File: config.mk
export PLATFORM = sky130hd
export DESIGN_NAME = adv_flags_discovery_filter
export DESIGN_NICKNAME = d
export VERILOG_FILES = /design/src/rtl/adff_pkg.sv /design/src/rtl/adv_flags_discovery_filter.sv /design/src/rtl/adff_in_reg.sv /design/src/rtl/adff_parser.sv /design/src/rtl/adff_out_reg.sv
export SDC_FILE = /design/constraint.sdc
export NUM_CORES = 1
export LEC_CHECK = 0
export BUFFER_PORTS_ARGS = -buffer_cell sky130_fd_sc_hd__buf_2
export CAP_MARGIN = 20
export CORE_MARGIN = 1.5
export CORE_UTILIZATION = 25
export CTS_BUF_LIST = sky130_fd_sc_hd__clkbuf_8
export CTS_CLUSTER_SIZE = 14
export DETAILED_ROUTE_END_ITERATION = 8
export HOLD_SLACK_MARGIN = 0.12
export PLACE_DENSITY_LB_ADDON = 0.15
export RECOVER_POWER = 25
export SYNTH_ARGS = -nofsm -noshare
export SYNTH_HDL_FRONTEND = slang
export SYNTH_SLANG_ARGS = --single-unit
File: constraint.sdc
create_clock -name clock -period 3 [get_ports clock]
set_input_delay 0.6 -clock clock [delete_from_list [all_inputs] [get_ports clock]]
set_output_delay 0.6 -clock clock [all_outputs]
set_load 0.005 [all_outputs]
File: src/rtl/adff_pkg.sv
`default_nettype none
// ----------------------------------------------------------------------------
// Advertising flags discovery filter package
// Shared types and constants for the report parser, its word registers and
// the top level.
// ----------------------------------------------------------------------------
package adff_pkg;

   localparam logic [7:0] AD_TYPE_FLAGS     = 8'h01;
   localparam int unsigned FLAG_LIMITED_BIT = 0;
   localparam int unsigned FLAG_GENERAL_BIT = 1;
   localparam logic [7:0] MIN_FLAGS_LENGTH  = 8'd2;

   typedef enum logic [1:0] {
      PH_LEN  = 2'd0,
      PH_TYPE = 2'd1,
      PH_VAL  = 2'd2,
      PH_STOP = 2'd3
   } phase_type;

   typedef enum logic [1:0] {
      MODE_NONE    = 2'd0,
      MODE_LIMITED = 2'd1,
      MODE_GENERAL = 2'd2,
      MODE_UNKNOWN = 2'd3
   } mode_type;

   typedef struct packed {
      logic [7:0] data_byte;
      logic       last_byte;
      logic       empty_report;
   } in_word_type;

   typedef struct packed {
      logic       status;
      logic [7:0] flags_value;
      logic       flags_found;
      logic       accept;
   } rsp_word_type;

   typedef struct packed {
      phase_type  phase;
      logic [7:0] bytes_left;
      logic       struct_is_flags;
      logic [7:0] candidate_flags;
      logic       have_flags;
      logic [7:0] found_flags;
   } parse_state_type;

   localparam parse_state_type PARSE_CLEAR = '{
      phase:           PH_LEN,
      bytes_left:      8'd0,
      struct_is_flags: 1'b0,
      candidate_flags: 8'd0,
      have_flags:      1'b0,
      found_flags:     8'd0
   };

endpackage : adff_pkg
`default_nettype wire

File: src/rtl/adv_flags_discovery_filter.sv
`default_nettype none
// ----------------------------------------------------------------------------
// Advertising flags discovery filter
// Filters advertising reports by the flags structure and the discovery mode.
// ----------------------------------------------------------------------------
// The req_ channel carries one report byte per word, with req_tlast on the
// final byte and req_tuser set for a word that ends the report without a
// byte. The rsp_ channel carries one decision word per report. The csr_
// port writes the two-bit discovery mode; the user writes it only while the
// block is idle, which the block does not enforce. A word is taken into an
// input register and parsed there; a report's decision is registered when
// its ending word advances. One word per cycle is taken unless an ending
// word is stalled; the rate is set by the single parse step between the
// input and result registers. Reset empties both registers, clears the
// parse state and sets the mode to accept all. While a decision waits on
// a low rsp_tready, bytes that do not end a report still flow; a word that
// ends the next report waits in the input register and req_tready drops.
// ----------------------------------------------------------------------------
module adv_flags_discovery_filter (
   input  wire         clock,
   input  wire         reset,
   input  wire         req_tvalid,
   output logic        req_tready,
   input  wire  [7:0]  req_tdata,   // data_byte
   input  wire         req_tlast,   // last_byte
   input  wire         req_tuser,   // empty_report
   output logic        rsp_tvalid,
   input  wire         rsp_tready,
   output logic [15:0] rsp_tdata,   // accept, flags_found, flags_value[7:0], status, zeros
   input  wire         csr_we,
   input  wire  [1:0]  csr_wdata
);
   import adff_pkg::*;

   mode_type     mode_ff;
   in_word_type  req_word;
   in_word_type  s1_word;
   logic         s1_valid;
   logic         s1_advance;
   logic         emit;
   rsp_word_type result;
   rsp_word_type rsp_word;

   always_ff @(posedge clock) begin
      if (reset) begin
         mode_ff <= MODE_NONE;
      end else if (csr_we) begin
         mode_ff <= mode_type'(csr_wdata);
      end
   end

   assign req_word.data_byte    = req_tdata;
   assign req_word.last_byte    = req_tlast;
   assign req_word.empty_report = req_tuser;

   assign s1_advance = s1_valid & (~emit | ~rsp_tvalid | rsp_tready);
   assign req_tready = ~s1_valid | s1_advance;

   adff_in_reg u_in_reg (
      .clock      (clock),
      .reset      (reset),
      .load       (req_tvalid & req_tready),
      .load_word  (req_word),
      .consume    (s1_advance),
      .word_valid (s1_valid),
      .word       (s1_word)
   );

   adff_parser u_parser (
      .clock     (clock),
      .reset     (reset),
      .item      (s1_word),
      .item_fire (s1_advance),
      .mode      (mode_ff),
      .emit      (emit),
      .result    (result)
   );

   adff_out_reg u_out_reg (
      .clock      (clock),
      .reset      (reset),
      .load       (s1_advance & emit),
      .load_word  (result),
      .take       (rsp_tready),
      .word_valid (rsp_tvalid),
      .word       (rsp_word)
   );

   assign rsp_tdata = {5'd0, rsp_word};

   a_stall_blocks: assert property (@(posedge clock) disable iff (reset)
      s1_valid && emit && rsp_tvalid && !rsp_tready |-> !req_tready)
      else $error("report end advanced into a stalled result register");

   a_flags_zero: assert property (@(posedge clock) disable iff (reset)
      rsp_tvalid && !rsp_tdata[1] |-> rsp_tdata[9:2] == 8'd0)
      else $error("flags value nonzero without flags");

   a_status_reject: assert property (@(posedge clock) disable iff (reset)
      rsp_tvalid && rsp_tdata[10] |-> !rsp_tdata[0])
      else $error("error status on an accepted report");

   a_reset_empty: assert property (@(posedge clock)
      reset |=> !rsp_tvalid)
      else $error("result valid right after reset");

endmodule : adv_flags_discovery_filter
`default_nettype wire

File: src/rtl/adff_in_reg.sv
`default_nettype none
// ----------------------------------------------------------------------------
// Input word register
// Holds one accepted input word until the parser consumes it.
// ----------------------------------------------------------------------------
module adff_in_reg (
   input  wire                  clock,
   input  wire                  reset,
   input  wire                  load,
   input  adff_pkg::in_word_type load_word,
   input  wire                  consume,
   output logic                 word_valid,
   output adff_pkg::in_word_type word
);
   import adff_pkg::*;

   logic        valid_ff;
   logic        valid_in;
   in_word_type word_ff;

   always_comb begin
      valid_in = valid_ff;
      if (load) begin
         valid_in = 1'b1;
      end else if (consume) begin
         valid_in = 1'b0;
      end
   end

   always_ff @(posedge clock) begin
      if (reset) begin
         valid_ff <= 1'b0;
      end else begin
         valid_ff <= valid_in;
      end
   end

   always_ff @(posedge clock) begin
      if (load) begin
         word_ff <= load_word;
      end
   end

   assign word_valid = valid_ff;
   assign word       = word_ff;

endmodule : adff_in_reg
`default_nettype wire

File: src/rtl/adff_parser.sv
`default_nettype none
// ----------------------------------------------------------------------------
// Report parser
// Walks the length-type-value structures of a report one byte per word and
// forms the discovery decision at the end of the report.
// ----------------------------------------------------------------------------
module adff_parser (
   input  wire                   clock,
   input  wire                   reset,
   input  adff_pkg::in_word_type  item,
   input  wire                   item_fire,
   input  adff_pkg::mode_type     mode,
   output logic                  emit,
   output adff_pkg::rsp_word_type result
);
   import adff_pkg::*;

   parse_state_type state_ff;
   parse_state_type state_in;
   parse_state_type tk;

   assign emit = item.empty_report | item.last_byte;

   always_comb begin
      tk = state_ff;
      if (!item.empty_report) begin
         case (state_ff.phase)
            PH_LEN: begin
               if (item.data_byte == 8'd0) begin
                  tk.phase = PH_STOP;
               end else begin
                  tk.bytes_left = item.data_byte;
                  tk.phase      = PH_TYPE;
               end
            end
            PH_TYPE: begin
               tk.struct_is_flags = (item.data_byte == AD_TYPE_FLAGS) &&
                                    !state_ff.have_flags &&
                                    (state_ff.bytes_left >= MIN_FLAGS_LENGTH);
               tk.bytes_left = state_ff.bytes_left - 8'd1;
               if (tk.bytes_left == 8'd0) begin
                  if (tk.struct_is_flags) begin
                     tk.found_flags     = tk.candidate_flags;
                     tk.struct_is_flags = 1'b0;
                  end
                  tk.phase = PH_LEN;
               end else begin
                  tk.phase = PH_VAL;
               end
            end
            PH_VAL: begin
               if (state_ff.struct_is_flags && !state_ff.have_flags) begin
                  tk.candidate_flags = item.data_byte;
                  tk.have_flags      = 1'b1;
               end
               tk.bytes_left = state_ff.bytes_left - 8'd1;
               if (tk.bytes_left == 8'd0) begin
                  if (tk.struct_is_flags) begin
                     tk.found_flags     = tk.candidate_flags;
                     tk.struct_is_flags = 1'b0;
                  end
                  tk.phase = PH_LEN;
               end
            end
            default: begin
            end
         endcase
      end
      state_in = emit ? PARSE_CLEAR : tk;
   end

   always_comb begin
      logic found;
      logic [7:0] fv;
      found  = tk.have_flags & ~tk.struct_is_flags;
      fv     = found ? tk.found_flags : 8'd0;
      result = '0;
      result.flags_found = found;
      result.flags_value = fv;
      case (mode)
         MODE_NONE: begin
            result.accept = 1'b1;
         end
         MODE_LIMITED: begin
            result.accept = found & fv[FLAG_LIMITED_BIT];
         end
         MODE_GENERAL: begin
            result.accept = found & (fv[FLAG_LIMITED_BIT] | fv[FLAG_GENERAL_BIT]);
         end
         MODE_UNKNOWN: begin
            result.status = found;
         end
         default: begin
         end
      endcase
   end

   always_ff @(posedge clock) begin
      if (reset) begin
         state_ff <= PARSE_CLEAR;
      end else if (item_fire) begin
         state_ff <= state_in;
      end
   end

endmodule : adff_parser
`default_nettype wire

File: src/rtl/adff_out_reg.sv
`default_nettype none
// ----------------------------------------------------------------------------
// Result word register
// Holds one decision word until the receiver takes it.
// ----------------------------------------------------------------------------
module adff_out_reg (
   input  wire                   clock,
   input  wire                   reset,
   input  wire                   load,
   input  adff_pkg::rsp_word_type load_word,
   input  wire                   take,
   output logic                  word_valid,
   output adff_pkg::rsp_word_type word
);
   import adff_pkg::*;

   logic         valid_ff;
   logic         valid_in;
   rsp_word_type word_ff;

   always_comb begin
      valid_in = valid_ff;
      if (load) begin
         valid_in = 1'b1;
      end else if (take) begin
         valid_in = 1'b0;
      end
   end

   always_ff @(posedge clock) begin
      if (reset) begin
         valid_ff <= 1'b0;
      end else begin
         valid_ff <= valid_in;
      end
   end

   always_ff @(posedge clock) begin
      if (load) begin
         word_ff <= load_word;
      end
   end

   assign word_valid = valid_ff;
   assign word       = word_ff;

endmodule : adff_out_reg
`default_nettype wire
==> summary by stage <==
Outcome
The flow ran to the end, and the final reports show no timing, DRC or antenna violations.

STA
Setup slack closes at between 0.4 and 0.5 ns. At the pin with the least slew margin, the transition time is around 1.4 ns. The final setup TNS is 0 ns. The total of endpoints with negative setup slack in the final report is 0. The post-route clock skew is ~0.011 ns. Timing would allow up to 387 MHz. Setup repair after global routing left no endpoint under its margin. Dividing the final minimum period by the clock period gives between 80% and 90%. The relative slew slack is 7.85%.

Subtracting the final worst setup slack from the clock period gives about 2.6 ns. The final-report hold violation count is 0. The final count of pins violating max slew is 0.

Yosys
In this run the cell area of the synthesized design comes to approximately 2800 µm². In this run, synthesis produced a sequential element count of 53. The top-area cell type share of the netlist area is ~23%. The count of yosys warnings during synthesis is 0. The cell count after synthesis is 289.

Sorting the synthesized cells by area gives the leading types as sky130_fd_sc_hd__dfxtp_1 (23%), sky130_fd_sc_hd__edfxtp_1 (22%), sky130_fd_sc_hd__mux2_2 (6.3%). sky130_fd_sc_hd__dfxtp_1 takes more of the synthesized area than any other cell. The top flip-flop cell by instance count after synthesis is sky130_fd_sc_hd__dfxtp_1.

The sequential share of the synthesized area is ~45%. The number of different library cells used by synthesis comes to between 50 and 60. The number of enable-type register cells in the synthesized netlist is 21. After synthesis, the mean cell area works out to approximately 9.8 µm². For this run, asynchronously set or reset flops after synthesis account for 0%.

Setup path
STA puts the critical path data arrival time at 2.75 ns. The critical path in this run is classified as reg2reg. The worst-path cell with the longest stage delay is sky130_fd_sc_hd__nor4_1. The worst setup path is launched from a flip-flop.

Tracing the worst setup path back leads to its startpoint at u_in_reg.word[6]$_DFFE_PP_. The required time of the worst setup path is about 3.2 ns. The signal on the critical path passes through nor4_1 > nand3_1 > a211o_1 > nor2_1 > a22oi_1 > a21oi_1. The reg-to-reg startpoint is u_in_reg.word[6]$_DFFE_PP_. The kind of capture point of the worst setup path is a flip-flop. The largest fanout on the critical path is 6.

In this design, the stage delay of the slowest critical-path cell is about 0.59 ns.

Finish
The final cell count without fillers is about 470. The number of antenna diodes in the final layout is 0. In the final layout, the share of cells above drive strength 1 is 19.2%. Relative to the synthesized area, the layout overhead comes to 14.4%. The filler cell count in the final layout is ~1200. The net count of the finished layout is roughly 350. Once layout is done, the placed cells without fillers occupy between 3000 and 4000 µm².

Pwr
Summing internal, switching and leakage power gives about 1300 µW. The analysis attributes to net switching a power of ~350 µW. In this run, the clock network consumes 30.0% of the power.

The proportion of power drawn by combinational gates is between 10% and 20%. The sequential power share is slightly below 60%. Net switching is 26.5% of the power. For this design the ratio of total power to cell area is roughly 410 nW/µm².

Internal power comes to roughly 990 µW. The peak ir drop on the vdd network is 0.000193 V. In this run the static leakage power is approximately 0.0012 µW.

Clock tree
The count of H-tree levels built during CTS is 2. In this run the clock root is driven by a sky130_fd_sc_hd__clkbuf_8. Clock-pin slew was measured on the worst setup and hold paths at ~0.10 ns. Counting the buffers created by CTS gives 5. In this run the post-CTS setup repair buffer count came out at 0.

The post-cts repair resize count is 0. The hold-fix buffer count after cts is 0. The number of sinks driven by the clock tree is 53. The deepest clock path buffer count is 2. The later-pin clock latency in the skew report is 0.31 ns.

TritonCTS built the clock tree.

Detailed routing
The detailed-route wire length is 7410 µm. The first TritonRoute pass finished after 4 iterations. The number of antenna-violating nets in the routed design is 0. The detailed-route DRC error count is 0. The average detailed-routed wire length per instance is about 16 µm. Dividing the detail-routed via count by the number of cells gives 4.86. The via total after detailed routing is roughly 2300. The violation count after the first detailed-routing iteration is 95.

Global routing
The via count of the first global-routing pass is approximately 2200. The maximum number of pins on one net before global-route repair is 29. The overall overflow remaining after global route is 0. The first global-routing pass estimated around 12000 µm of wire. The initial antenna violation count is 0. Global routing used between 10% and 20% of the available tracks across all layers.

Min path
The startpoint of the lowest-slack hold path is req_tdata[2]. The class of the most critical hold timing path is in2reg.

Floorplan
The chip height is roughly 110 µm. The horizontal die dimension is approximately 110 µm. For this configuration, the core starts out at a cell density of about a quarter. The placement row count is 38.

The region available for standard cell placement spans between 10000 and 15000 µm². Pin placement for this block handled 35 I/O pins. The floorplan step defined a die boundary enclosing approximately 12000 µm².

Placed design
After detailed placement, the design holds a cell count of ~460. The worst slack after detailed placement is around 0.44 ns. The congestion estimate from routability-driven global placement came to about 0.77. Summing all placed instances gives a cell area of ~3200 µm². Summed over all nets, the half-perimeter wirelength after detailed placement is 5260 µm. The total of buffers placed on input and output ports is 29.

Flow run
Max-cap violations in this run came to 0.
[sequential cells by signal (all words and copies together), names as in the netlist]
signal / cells
u_parser.state_ff: 28
u_out_reg.word: 11
u_in_reg.word: 10
mode_ff: 2
u_in_reg.word_valid: 1
u_out_reg.word_valid: 1
[worst paths after layout]
kind / to / depth (start not counted) / slack, ns
worst max-delay path: u_out_reg.word[6]$_SDFFCE_PP0P_ / 6 / 0.41
worst min-delay path: u_in_reg.word[4]$_DFFE_PP_ / 1 / 0.47
worst max register to register: u_out_reg.word[6]$_SDFFCE_PP0P_ / 6 / 0.41
worst min register to register: u_parser.state_ff[3]$_SDFFE_PP0P_ / 1 / 0.49
[critical path: cells and delay by family (launching register included)]
| kind | cells | cell delay [ns] |
|---|---|---|
| simple gates | 3 | 1.29 |
| compound gates | 3 | 0.72 |
| flops | 1 | 0.45 |
[cell families after synthesis]
logic type / share of synthesized area (%)
AOI/OAI and AO/OA: 19.5
xor gates and xnor gates: 0.925
DFF: 44.8
muxes: 7.40
and+or+nand+nor: 18.2
other: 0.132
buffers and inverters: 4.71
adders and majority gates: 4.41
[placed cells by master, fill, tap and decap left out, drive strengths merged, types with 4 or more instances in the layout]
cell type,n
edfxtp,21
nor2b,6
o2bb2ai,7
nor3,7
nor4,6
conb,5
mux2,16
clkbuf,14
nor2,35
a22oi,21
inv,17
buf,31
ha,10
a21oi,18
o21ai,11
nand3,4
a211oi,6
nand2,21
dfxtp,32
[through the flow]
step | hold slack (ns) | util, %
4_1_cts | 0.456 | 29.8
2_1_floorplan | 0.448 | -
5_1_grt | 0.450 | 29.7
3_5_place_dp | 0.475 | 29.0
3_3_place_gp | 0.470 | 29.0
6_report | 0.469 | 29.7
[cells in the mapped netlist, types with 2 or more instances]
| cell type | count |
|---|---|
| sky130_fd_sc_hd__ha_1 | 10 |
| sky130_fd_sc_hd__mux2_2 | 16 |
| sky130_fd_sc_hd__buf_4 | 5 |
| sky130_fd_sc_hd__nor4_4 | 2 |
| sky130_fd_sc_hd__edfxtp_1 | 21 |
| sky130_fd_sc_hd__nand3_1 | 3 |
| sky130_fd_sc_hd__nor4_2 | 2 |
| sky130_fd_sc_hd__a22oi_1 | 21 |
| sky130_fd_sc_hd__and2_1 | 3 |
| sky130_fd_sc_hd__clkbuf_1 | 4 |
| sky130_fd_sc_hd__o21ai_0 | 10 |
| sky130_fd_sc_hd__o21a_1 | 2 |
| sky130_fd_sc_hd__mux2i_1 | 3 |
| sky130_fd_sc_hd__nor4_1 | 2 |
| sky130_fd_sc_hd__dfxtp_1 | 32 |
| sky130_fd_sc_hd__xor2_1 | 2 |
| sky130_fd_sc_hd__a211oi_1 | 5 |
| sky130_fd_sc_hd__buf_2 | 2 |
| sky130_fd_sc_hd__a21oi_1 | 18 |
| sky130_fd_sc_hd__inv_1 | 15 |
| sky130_fd_sc_hd__nand2b_1 | 3 |
| sky130_fd_sc_hd__nor2_1 | 35 |
| sky130_fd_sc_hd__nor2b_1 | 6 |
| sky130_fd_sc_hd__or3_1 | 2 |
| sky130_fd_sc_hd__o31ai_1 | 2 |
| sky130_fd_sc_hd__nand2_1 | 21 |
| sky130_fd_sc_hd__o2bb2ai_1 | 7 |
| sky130_fd_sc_hd__o31a_1 | 2 |
| sky130_fd_sc_hd__nor3_1 | 7 |
[power by group through the flow]
stage / Combinational [µW] / Clock (µW) / Sequential, µW
CTS: 145 / 425 / 794
global route: 162 / 444 / 798
global placement: 146 / 0 / 810
floorplan: 100 / 0 / 803
detailed placement: 145 / 0 / 810
finish: 144 / 402 / 794
[per-layer routing]
metal	up-vias	track usage [%]	wire (µm)
met5	-	0	0
met4	0	3.62	61
met3	7	2.31	302
met2	51	20.7	3300
met1	1088	18.2	3740
li1	1128	-	-
[layout make-up]
cell class | instances | area [µm²] | share of cell area (%)
Tap cell | 140 | 175 | 5.39
Clock buffer | 5 | 68.8 | 2.12
Multi-Input combinational cell | 212 | 1450 | 44.6
Inverter | 15 | 56.3 | 1.73
Clock inverter | 3 | 15.0 | 0.462
Sequential cell | 53 | 1270 | 39.1
Timing Repair Buffer | 40 | 214 | 6.58
No activity file was read; power rests on OpenSTA's default activity.
